===== src/sv/itrf_pkg.sv =====
// Shared types, constants and helpers for the I2C target register bank.
// No dependencies; every other file of the block imports this package.
package itrf_pkg;

	localparam int BANK_DEPTH = 256;
	localparam int AW = $clog2(BANK_DEPTH);
	localparam int RO_REGS = 32;
	localparam int CFG_IDX_W = 3;
	localparam int CFG_DATA_W = 32;

	// item kinds
	localparam logic [2:0] OP_RECV   = 3'd0;
	localparam logic [2:0] OP_READ   = 3'd1;
	localparam logic [2:0] OP_STOP   = 3'd2;
	localparam logic [2:0] OP_TICK   = 3'd3;
	localparam logic [2:0] OP_LWRITE = 3'd4;

	// configuration register indexes
	localparam logic [CFG_IDX_W-1:0] CFG_RO_MASK = 3'd0;
	localparam logic [CFG_IDX_W-1:0] CFG_IN1     = 3'd1;
	localparam logic [CFG_IDX_W-1:0] CFG_IN2     = 3'd2;
	localparam logic [CFG_IDX_W-1:0] CFG_IRQ1    = 3'd3;
	localparam logic [CFG_IDX_W-1:0] CFG_IRQ2    = 3'd4;

	localparam logic [31:0] RST_RO_MASK = 32'hFFE4_FBC5;
	localparam logic [7:0]  RST_IN1     = 8'd6;
	localparam logic [7:0]  RST_IN2     = 8'd7;
	localparam logic [7:0]  RST_IRQ1    = 8'd8;
	localparam logic [7:0]  RST_IRQ2    = 8'd9;

	typedef struct packed {
		logic [31:0] ro_mask;
		logic [7:0]  in1_addr;
		logic [7:0]  in2_addr;
		logic [7:0]  irq1_addr;
		logic [7:0]  irq2_addr;
	} cfg_t;

	typedef struct packed {
		logic          we;
		logic [AW-1:0] waddr;
		logic [7:0]    wdata;
		logic [AW-1:0] raddr;
	} mem_req_t;

	typedef struct packed {
		logic [2:0] opcode;
		logic [7:0] data_byte;
		logic [7:0] local_reg;
		logic       sample_valid;
		logic [7:0] input1_sample;
		logic [4:0] input2_sample;
		logic       raise_request;
	} item_t;

	typedef struct packed {
		logic [7:0] read_data;
		logic       write_valid;
		logic [7:0] write_reg;
		logic [7:0] write_value;
		logic       irq_line_active;
	} result_t;

	function automatic logic in_bank(input logic [7:0] a);
		return {1'b0, a} < 9'(BANK_DEPTH);
	endfunction

	function automatic logic [AW-1:0] bank_idx(input logic [7:0] a);
		return a[AW-1:0];
	endfunction

	function automatic logic is_readonly(input logic [31:0] mask, input logic [7:0] a);
		return (a < 8'(RO_REGS)) && mask[a[4:0]];
	endfunction

endpackage


===== src/sv/i2c_target_register_file_unit.sv =====
// I2C target register bank, top level. Items enter on the s_ stream, one
// result leaves on the m_ stream for every item. After reset the 256-entry
// bank is swept to zero, one entry per cycle; s_tready stays low during that
// pass while configuration writes are taken as usual. Items are handled one
// at a time. Bus receive, bus stop, local write, unused kinds and a service
// tick without a sample go straight to the result step; a bus read waits for
// the registered read data, then clears both sticky registers if it read the
// second one; a service tick with a button sample reads button 1, updates
// sticky 1, writes button 1, then does the same for button 2 and sticky 2.
// Each step is a separate read or write on the bank, a single memory with one
// write and one registered read per cycle. A finished result sits in the
// output register, and the next item is accepted while it waits; only the end
// of that item then waits for the sink. Configuration is written on cfg_we
// with cfg_index 0..4 (read-only mask, button 1, button 2, sticky 1, sticky 2
// addresses); other indexes are ignored.
// Depends on itrf_pkg, itrf_cfg, itrf_bank and itrf_seq.
module i2c_target_register_file_unit (
	input  logic                            clk,
	input  logic                            arst_n,
	input  logic                            s_tvalid,
	output logic                            s_tready,
	// [7:0] data_byte, [15:8] local_reg, [16] sample_valid,
	// [24:17] input1_sample, [29:25] input2_sample, [30] raise_request, [31] zero
	input  logic [31:0]                     s_tdata,
	// [2:0] opcode
	input  logic [2:0]                      s_tuser,
	output logic                            m_tvalid,
	input  logic                            m_tready,
	// [7:0] read_data, [15:8] write_reg, [23:16] write_value,
	// [24] irq_line_active, [31:25] zero
	output logic [31:0]                     m_tdata,
	// [0] write_valid
	output logic                            m_tuser,
	input  logic                            cfg_we,
	input  logic [itrf_pkg::CFG_IDX_W-1:0]  cfg_index,
	input  logic [itrf_pkg::CFG_DATA_W-1:0] cfg_wdata
);
	import itrf_pkg::*;

	cfg_t     cfg;
	item_t    item;
	result_t  res;
	mem_req_t req;
	logic [7:0] rdata;

	// unpack the incoming transfer
	assign item.opcode        = s_tuser;
	assign item.data_byte     = s_tdata[7:0];
	assign item.local_reg     = s_tdata[15:8];
	assign item.sample_valid  = s_tdata[16];
	assign item.input1_sample = s_tdata[24:17];
	assign item.input2_sample = s_tdata[29:25];
	assign item.raise_request = s_tdata[30];

	// pack the outgoing transfer
	assign m_tdata = {7'd0, res.irq_line_active, res.write_value, res.write_reg,
		res.read_data};
	assign m_tuser = res.write_valid;

	itrf_cfg u_cfg (
		.clk       (clk),
		.arst_n    (arst_n),
		.cfg_we    (cfg_we),
		.cfg_index (cfg_index),
		.cfg_wdata (cfg_wdata),
		.cfg       (cfg)
	);

	itrf_bank u_bank (
		.clk   (clk),
		.req   (req),
		.rdata (rdata)
	);

	itrf_seq u_seq (
		.clk      (clk),
		.arst_n   (arst_n),
		.cfg      (cfg),
		.s_tvalid (s_tvalid),
		.s_tready (s_tready),
		.item     (item),
		.m_tvalid (m_tvalid),
		.m_tready (m_tready),
		.res      (res),
		.req      (req),
		.rdata    (rdata)
	);

endmodule


===== src/sv/itrf_bank.sv =====
// Register bank storage: single write port, single read port, registered read.
// Depends on itrf_pkg for depth and request type.
module itrf_bank (
	input  logic               clk,
	input  itrf_pkg::mem_req_t req,
	output logic [7:0]         rdata
);
	import itrf_pkg::*;

	logic [7:0] mem [BANK_DEPTH];

	always_ff @(posedge clk) begin
		if (req.we) begin
			mem[req.waddr] <= req.wdata;
		end
		rdata <= mem[req.raddr];
	end

endmodule


===== src/sv/itrf_cfg.sv =====
// Configuration registers: read-only mask and the four special addresses.
// Depends on itrf_pkg.
module itrf_cfg (
	input  logic                           clk,
	input  logic                           arst_n,
	input  logic                           cfg_we,
	input  logic [itrf_pkg::CFG_IDX_W-1:0]  cfg_index,
	input  logic [itrf_pkg::CFG_DATA_W-1:0] cfg_wdata,
	output itrf_pkg::cfg_t                 cfg
);
	import itrf_pkg::*;

	cfg_t cfg_q;

	always_ff @(posedge clk or negedge arst_n) begin
		if (!arst_n) begin
			cfg_q.ro_mask   <= RST_RO_MASK;
			cfg_q.in1_addr  <= RST_IN1;
			cfg_q.in2_addr  <= RST_IN2;
			cfg_q.irq1_addr <= RST_IRQ1;
			cfg_q.irq2_addr <= RST_IRQ2;
		end else if (cfg_we) begin
			case (cfg_index)
				CFG_RO_MASK: cfg_q.ro_mask   <= cfg_wdata;
				CFG_IN1:     cfg_q.in1_addr  <= cfg_wdata[7:0];
				CFG_IN2:     cfg_q.in2_addr  <= cfg_wdata[7:0];
				CFG_IRQ1:    cfg_q.irq1_addr <= cfg_wdata[7:0];
				CFG_IRQ2:    cfg_q.irq2_addr <= cfg_wdata[7:0];
				default: ;
			endcase
		end
	end

	assign cfg = cfg_q;

endmodule


===== src/sv/itrf_seq.sv =====
// Item sequencer: pointer and interrupt state, read-modify-write steps on the
// bank, clearing pass after reset, and the result register. Depends on itrf_pkg.
module itrf_seq (
	input  logic                clk,
	input  logic                arst_n,
	input  itrf_pkg::cfg_t      cfg,
	input  logic                s_tvalid,
	output logic                s_tready,
	input  itrf_pkg::item_t     item,
	output logic                m_tvalid,
	input  logic                m_tready,
	output itrf_pkg::result_t   res,
	output itrf_pkg::mem_req_t  req,
	input  logic [7:0]          rdata
);
	import itrf_pkg::*;

	localparam logic [3:0] ST_CLEAR     = 4'd0;
	localparam logic [3:0] ST_IDLE      = 4'd1;
	localparam logic [3:0] ST_RD_WAIT   = 4'd2;
	localparam logic [3:0] ST_CLR_IRQ1  = 4'd3;
	localparam logic [3:0] ST_CLR_IRQ2  = 4'd4;
	localparam logic [3:0] ST_S_RD_IRQ1 = 4'd5;
	localparam logic [3:0] ST_S_WR_IRQ1 = 4'd6;
	localparam logic [3:0] ST_S_WR_IN1  = 4'd7;
	localparam logic [3:0] ST_S_RD_IN2  = 4'd8;
	localparam logic [3:0] ST_S_RD_IRQ2 = 4'd9;
	localparam logic [3:0] ST_S_WR_IRQ2 = 4'd10;
	localparam logic [3:0] ST_S_WR_IN2  = 4'd11;
	localparam logic [3:0] ST_DONE      = 4'd12;

	logic [3:0]    state_q;
	logic [AW-1:0] clr_q;
	logic [7:0]    ptr_q;
	logic [7:0]    rptr_q;
	logic          write_active_q;
	logic          irq_target_q;
	logic          irq_state_q;
	logic          irq_clear_pending_q;
	logic          hit_q;
	logic [7:0]    s1_q;
	logic [4:0]    s2_q;
	logic [7:0]    old_q;
	logic [7:0]    rd_q;
	logic          wv_q;
	logic [7:0]    wreg_q;
	logic [7:0]    wval_q;
	logic          m_tvalid_q;
	result_t       res_q;

	logic          accept;
	logic [7:0]    s2_ext;
	logic [7:0]    old1_v;
	logic [7:0]    old2_v;

	assign s_tready = (state_q == ST_IDLE);
	assign accept   = s_tvalid && s_tready;
	assign s2_ext   = {3'b000, s2_q};
	assign old1_v   = in_bank(cfg.in1_addr) ? rdata : 8'd0;
	assign old2_v   = in_bank(cfg.in2_addr) ? rdata : 8'd0;
	assign m_tvalid = m_tvalid_q;
	assign res      = res_q;

	// bank port requests
	always_comb begin
		req       = '0;
		req.raddr = bank_idx(ptr_q);
		case (state_q)
			ST_CLEAR: begin
				req.we    = 1'b1;
				req.waddr = clr_q;
				req.wdata = 8'd0;
			end
			ST_IDLE: begin
				if (accept) begin
					case (item.opcode)
						OP_RECV: begin
							req.we    = write_active_q && !is_readonly(cfg.ro_mask, ptr_q)
								&& in_bank(ptr_q);
							req.waddr = bank_idx(ptr_q);
							req.wdata = item.data_byte;
						end
						OP_LWRITE: begin
							req.we    = in_bank(item.local_reg);
							req.waddr = bank_idx(item.local_reg);
							req.wdata = item.data_byte;
						end
						OP_TICK: req.raddr = bank_idx(cfg.in1_addr);
						default: ;
					endcase
				end
			end
			ST_CLR_IRQ1: begin
				req.we    = in_bank(cfg.irq1_addr);
				req.waddr = bank_idx(cfg.irq1_addr);
				req.wdata = 8'd0;
			end
			ST_CLR_IRQ2: begin
				req.we    = in_bank(cfg.irq2_addr);
				req.waddr = bank_idx(cfg.irq2_addr);
				req.wdata = 8'd0;
			end
			ST_S_RD_IRQ1: req.raddr = bank_idx(cfg.irq1_addr);
			ST_S_WR_IRQ1: begin
				req.we    = in_bank(cfg.irq1_addr);
				req.waddr = bank_idx(cfg.irq1_addr);
				req.wdata = rdata | (s1_q ^ old_q);
			end
			ST_S_WR_IN1: begin
				req.we    = in_bank(cfg.in1_addr);
				req.waddr = bank_idx(cfg.in1_addr);
				req.wdata = s1_q;
			end
			ST_S_RD_IN2:  req.raddr = bank_idx(cfg.in2_addr);
			ST_S_RD_IRQ2: req.raddr = bank_idx(cfg.irq2_addr);
			ST_S_WR_IRQ2: begin
				req.we    = in_bank(cfg.irq2_addr);
				req.waddr = bank_idx(cfg.irq2_addr);
				req.wdata = rdata | (s2_ext ^ old_q);
			end
			ST_S_WR_IN2: begin
				req.we    = in_bank(cfg.in2_addr);
				req.waddr = bank_idx(cfg.in2_addr);
				req.wdata = s2_ext;
			end
			default: ;
		endcase
	end

	always_ff @(posedge clk or negedge arst_n) begin
		if (!arst_n) begin
			state_q             <= ST_CLEAR;
			clr_q               <= '0;
			ptr_q               <= 8'd0;
			rptr_q              <= 8'd0;
			write_active_q      <= 1'b0;
			irq_target_q        <= 1'b0;
			irq_state_q         <= 1'b0;
			irq_clear_pending_q <= 1'b0;
			hit_q               <= 1'b0;
			s1_q                <= 8'd0;
			s2_q                <= 5'd0;
			old_q               <= 8'd0;
			rd_q                <= 8'd0;
			wv_q                <= 1'b0;
			wreg_q              <= 8'd0;
			wval_q              <= 8'd0;
			m_tvalid_q          <= 1'b0;
			res_q               <= '0;
		end else begin
			if (m_tvalid_q && m_tready) begin
				m_tvalid_q <= 1'b0;
			end
			case (state_q)
				ST_CLEAR: begin
					clr_q <= clr_q + 1'b1;
					if (clr_q == AW'(BANK_DEPTH - 1)) begin
						state_q <= ST_IDLE;
					end
				end
				ST_IDLE: begin
					if (accept) begin
						rd_q    <= 8'd0;
						wv_q    <= 1'b0;
						wreg_q  <= 8'd0;
						wval_q  <= 8'd0;
						s1_q    <= item.input1_sample;
						s2_q    <= item.input2_sample;
						state_q <= ST_DONE;
						case (item.opcode)
							OP_RECV: begin
								if (!write_active_q) begin
									ptr_q          <= item.data_byte;
									write_active_q <= 1'b1;
								end else begin
									if (!is_readonly(cfg.ro_mask, ptr_q) && in_bank(ptr_q)) begin
										wv_q   <= 1'b1;
										wreg_q <= ptr_q;
										wval_q <= item.data_byte;
									end
									ptr_q <= ptr_q + 8'd1;
								end
							end
							OP_READ: begin
								write_active_q <= 1'b0;
								rptr_q         <= ptr_q;
								ptr_q          <= ptr_q + 8'd1;
								hit_q          <= (ptr_q == cfg.irq2_addr);
								if (ptr_q == cfg.irq2_addr) begin
									irq_target_q        <= 1'b0;
									irq_clear_pending_q <= 1'b1;
								end
								state_q <= ST_RD_WAIT;
							end
							OP_STOP: write_active_q <= 1'b0;
							OP_TICK: begin
								// line first, then raise, then the button sample
								if (irq_clear_pending_q) begin
									irq_state_q         <= 1'b0;
									irq_clear_pending_q <= 1'b0;
								end else begin
									irq_state_q <= irq_target_q;
								end
								if (item.raise_request) begin
									irq_target_q <= 1'b1;
								end
								if (item.sample_valid) begin
									state_q <= ST_S_RD_IRQ1;
								end
							end
							OP_LWRITE: begin
								if (in_bank(item.local_reg)) begin
									wv_q   <= 1'b1;
									wreg_q <= item.local_reg;
									wval_q <= item.data_byte;
								end
							end
							default: ;
						endcase
					end
				end
				ST_RD_WAIT: begin
					rd_q    <= in_bank(rptr_q) ? rdata : 8'd0;
					state_q <= hit_q ? ST_CLR_IRQ1 : ST_DONE;
				end
				ST_CLR_IRQ1: state_q <= ST_CLR_IRQ2;
				ST_CLR_IRQ2: state_q <= ST_DONE;
				ST_S_RD_IRQ1: begin
					old_q <= old1_v;
					if (s1_q != old1_v) begin
						irq_target_q <= 1'b1;
					end
					state_q <= ST_S_WR_IRQ1;
				end
				ST_S_WR_IRQ1: state_q <= ST_S_WR_IN1;
				ST_S_WR_IN1:  state_q <= ST_S_RD_IN2;
				ST_S_RD_IN2:  state_q <= ST_S_RD_IRQ2;
				ST_S_RD_IRQ2: begin
					old_q <= old2_v;
					if (s2_ext != old2_v) begin
						irq_target_q <= 1'b1;
					end
					state_q <= ST_S_WR_IRQ2;
				end
				ST_S_WR_IRQ2: state_q <= ST_S_WR_IN2;
				ST_S_WR_IN2:  state_q <= ST_DONE;
				ST_DONE: begin
					if (!m_tvalid_q || m_tready) begin
						m_tvalid_q            <= 1'b1;
						res_q.read_data       <= rd_q;
						res_q.write_valid     <= wv_q;
						res_q.write_reg       <= wreg_q;
						res_q.write_value     <= wval_q;
						res_q.irq_line_active <= irq_state_q;
						state_q               <= ST_IDLE;
					end
				end
				default: state_q <= ST_IDLE;
			endcase
		end
	end

`ifndef SYNTH
	a_pending_no_target: assert property (@(posedge clk) disable iff (!arst_n)
		irq_clear_pending_q |-> !irq_target_q)
		else $error("clear pending while interrupt target raised");

	a_write_no_read: assert property (@(posedge clk) disable iff (!arst_n)
		m_tvalid && res.write_valid |-> res.read_data == 8'd0)
		else $error("result reports a write and read data together");

	a_accept_busy: assert property (@(posedge clk) disable iff (!arst_n)
		accept |=> state_q != ST_IDLE)
		else $error("accepted item did not start work");

	a_clear_no_result: assert property (@(posedge clk) disable iff (!arst_n)
		state_q == ST_CLEAR |-> !m_tvalid)
		else $error("result offered during clearing pass");
`endif

endmodule

===== config.mk =====
export PLATFORM = sky130hd
export DESIGN_NAME = i2c_target_register_file_unit
export DESIGN_NICKNAME = d
export VERILOG_FILES = /design/src/sv/itrf_pkg.sv /design/src/sv/i2c_target_register_file_unit.sv /design/src/sv/itrf_bank.sv /design/src/sv/itrf_cfg.sv /design/src/sv/itrf_seq.sv
export SDC_FILE = /design/constraint.sdc
export NUM_CORES = 2
export LEC_CHECK = 0
export BUFFER_PORTS_ARGS = -buffer_cell sky130_fd_sc_hd__buf_2
export CAP_MARGIN = 20
export CORE_MARGIN = 5
export CORE_UTILIZATION = 50
export DETAILED_ROUTE_END_ITERATION = 8
export MAX_ROUTING_LAYER = met4
export PLACE_DENSITY = 0.72
export SYNTH_ARGS = -nofsm -noshare
export SYNTH_HDL_FRONTEND = slang
export SYNTH_HIERARCHICAL = 1
export SYNTH_SLANG_ARGS = --single-unit

===== constraint.sdc =====
create_clock -name clk -period 10.2 [get_ports clk]
set_clock_uncertainty 0.1 [all_clocks]
set_input_delay 3.06 -clock clk [delete_from_list [all_inputs] [get_ports clk]]
set_output_delay 3.06 -clock clk [all_outputs]
set_load 0.03 [all_outputs]

==> results.tsv <==
metric	value	unit
cts_setup_buffers	0	
fmax	0.120	GHz
power.internal	14.3	mW
status	complete, no violations	
cp_max_fo	48	
crit_type	input port to flip-flop	
whs_path_depth	1	
clkTransAtPathRegs	0.07	ns
critPathTopFamily	compound AO/OA/AOI/OAI gates	
wl_met1	80.4	mm
max_stage_delay	0.99	ns
synth-edff-count	2048	
clkSinkCount	2218	
wl_met3	21.2	mm
drt_iter0_drc	5662	
synth_top_area_share	70.0	%
tns	0	ns
ys_seq_elements	2218	
worstSetupStartpointType	input port	
yosys_warnings	6	
hpwl	126	mm
crit_cells	13	
area_delta_synth_final	11.2	%
syn_avg_cell_area	19.6	µm²
ys_top_cells_by_area	edfxtp_1 70%, mux4_2 12%, dfrtp_1 3.7%	
initial_utilization	50.4	%
drt_wl_total	208	mm
synthAdderAreaFrac	0.0285	%
ir_worst_vdd	0.215	mV
synth_mux_area_share	14.9	%
die_h	429	µm
via_per_inst	6.35	
overflow	0	
p_switching	3.41	mW
post-route-drc-count	0	
post_cts_resized	0	
end_kind	flip-flop	
top_layer	met4	
place_inst	6741	
pin_count	110	
critical_path_buf_inv_count	2	
drtAntennaViolNets	0	
worstHoldPathType	flip-flop to flip-flop	
ys_seq_area_share	74.9	%
synthArstFlopShare	7.30	%
fin_nets	4703	
dr.pass1.iters	9	
synth_ff_type	edfxtp_1	
clock_latency	0.84	ns
die_area	184000	µm²
drive_gt1_share	24.1	%
coreArea	174000	µm²
synth-xor-area-share	0.369	%
synth_top_family_by_area	multiplexers	
grt_max_degree	232	
cpMaxStageDelayCell	a221o_4	
switching_share	19.2	%
clkPwrFrac	43.3	%
cts_buffer_depth	3	
drv_slew	0	
syn_area	87800	µm²
port_buffers	101	
cts_tree	done	
pwr-share-comb	0.8	%
stdcell_area	97600	µm²
synth_cell_type_count	79	
synth_area_leader_cell	edfxtp_1	
cts_inserted_buffers	205	
period_needed	8.32	ns
vias	45300	
drv_cap	0	
synth_compound_area_share	4.27	%
antenna_found_initial	3	
grt_pass1_vias	45000	
path_cells	buf_2 -> and3_1 -> and2_1 -> o21a_1 -> o21ai_1 -> a221o_4 -> buf_12 -> mux4_2 -> a22o_1 -> a221oi_1 -> o32ai_1 -> nor3_1 -> nor4_1	
die_width	429	µm
final_common_cell	edfxtp_1	
grt_usage	23.0	%
cts_hold_buffers	0	
mostFrequentLayoutCells	2048 x edfxtp_1, 459 x mux4_2, 306 x nor2_1	
final_cells	7128	
syn_inst	4481	
root_buffer	clkbuf_16	
finalHoldViolCount	0	
setup_viol	0	
synthSimpleGateAreaFrac	3.54	%
gp_congestion	0.871	
slew_headroom	0.639	%
arrival	8.91	ns
wl_met2	98.2	mm
sequentialPowerShare	55.9	%
p_leak	25.3	nW
tightestPinTransition	1.49	ns
ff2ff_path_depth	13	
cp_data_required_time	10.79	ns
nFillCells	12700	
powerDensity	181	nW/µm²
rsz0062_at_grt	false	
grt_pass1_wl	306	mm
fin_crit_sh	81.5	%
core.rowCount	153	
placed_cell_area	90900	µm²
cts_max_level	4	
wl_per_cell	29.2	µm
-- worst register-to-register path, delay by kind of cell, from the launching register on --
family                 cells  cell delay, ns
buffers and inverters      2            0.77
flip-flops                 1            0.58
AND/OR/NAND/NOR            6            3.13
AO/OA/AOI/OAI              5            2.36
-- registers in the layout, summed over array words and instances, names as in the netlist, 4 cells and up --
name           count
u_seq/wreg_q       8
u_bank/mem      2048
u_cfg/cfg         64
u_seq/ptr_q        8
u_seq/s2_q         5
u_seq/old_q        8
u_seq/clr_q        8
u_seq/rd_q         8
u_seq/s1_q         8
u_seq/wval_q       8
u_bank/rdata       8
u_seq/state_q      4
u_seq/res         26
-- layer usage --
| metal | GRT usage [%] | up-vias |
|---|---|---|
| met1 | 31.4 | 23600 |
| met4 | 8.58 | 0 |
| li1 | - | 18700 |
| met5 | - | - |
| met2 | 34.8 | 2565 |
| met3 | 4.64 | 414 |
-- area by class of cell --
| cell class | count | area [µm²] | area share [%] |
|---|---|---|---|
| flip-flops and latches | 2218 | 65800 | 67.3 |
| multi-input cells | 1972 | 20500 | 21.0 |
| clock buffers | 253 | 5380 | 5.51 |
| well taps | 2325 | 2910 | 2.98 |
| repair buffers | 217 | 1730 | 1.77 |
| clock inverters | 129 | 1340 | 1.38 |
| inverters | 12 | 45.0 | 0.0461 |
| diodes | 2 | 5.00 | 0.00513 |
-- synthesized netlist by cell type (32+ instances only) --
master and count:
edfxtp_1 2048, mux4_2 459, nor2_1 309, a22oi_1 154
mux2i_1 148, nand2_1 148, clkbuf_1 142, dfrtp_1 131
a21oi_1 117, mux2_2 106, nand3_1 52, o21ai_0 46
o221ai_1 46, nor2b_1 38, buf_2 37, buf_4 34
o22ai_1 32
-- worst paths after layout --
check / endpoint / startpoint / slack [ns]
max in group asynchronous: u_seq/old_q[0]$_DFFE_PN0P_ / arst_n / 6.67
worst min register to register: u_seq/wv_q$_DFFE_PN0P_ / u_seq/wv_q$_DFFE_PN0P_ / 0.38
worst max-delay path: u_bank/rdata[5]$_DFF_P_ / s_tvalid / 1.88
worst max register to register: u_bank/rdata[5]$_DFF_P_ / u_seq/state_q[0]$_DFFE_PN0P_ / 3.13
min in group asynchronous: u_cfg/cfg[49]$_DFFE_PN0P_ / arst_n / 2.17
worst min-delay path: u_seq/wv_q$_DFFE_PN0P_ / u_seq/wv_q$_DFFE_PN0P_ / 0.38
-- stage by stage --
| step | setup WS, ns | power, mW | util [%] | hold WS, ns |
|---|---|---|---|---|
| CTS | 2.14 | 17.8 | 56.0 | 0.380 |
| global placement | 1.35 | 10.2 | 52.2 | 0.358 |
| floorplan | 2.23 | 10.2 | - | 0.346 |
| global route | 1.87 | 18.2 | 56.1 | 0.403 |
| detailed placement | 1.31 | 10.2 | 52.2 | 0.367 |
| finish | 1.88 | 17.7 | 56.1 | 0.378 |
-- power by group through the flow --
stage | logic (mW) | registers, mW | clock network (mW)
6_report | 0.137 | 9.90 | 7.67
5_1_grt | 0.149 | 9.90 | 8.19
4_1_cts | 0.136 | 9.90 | 7.78
3_5_place_dp | 0.135 | 10.1 | 0
3_3_place_gp | 0.131 | 10.1 | 0
2_1_floorplan | 0.0895 | 10.1 | 0
-- cell families (layout without fill, tap and decap cells) --
kind of cell	after synthesis	in the layout
simple gates	684	684
fa+ha+maj	2	2
compound gates	525	525
flops	2218	2218
buf+inv	297	611
xor+xnor	37	37
mux	717	717
other cells	1	9
Power figures use the tool's default switching activity.
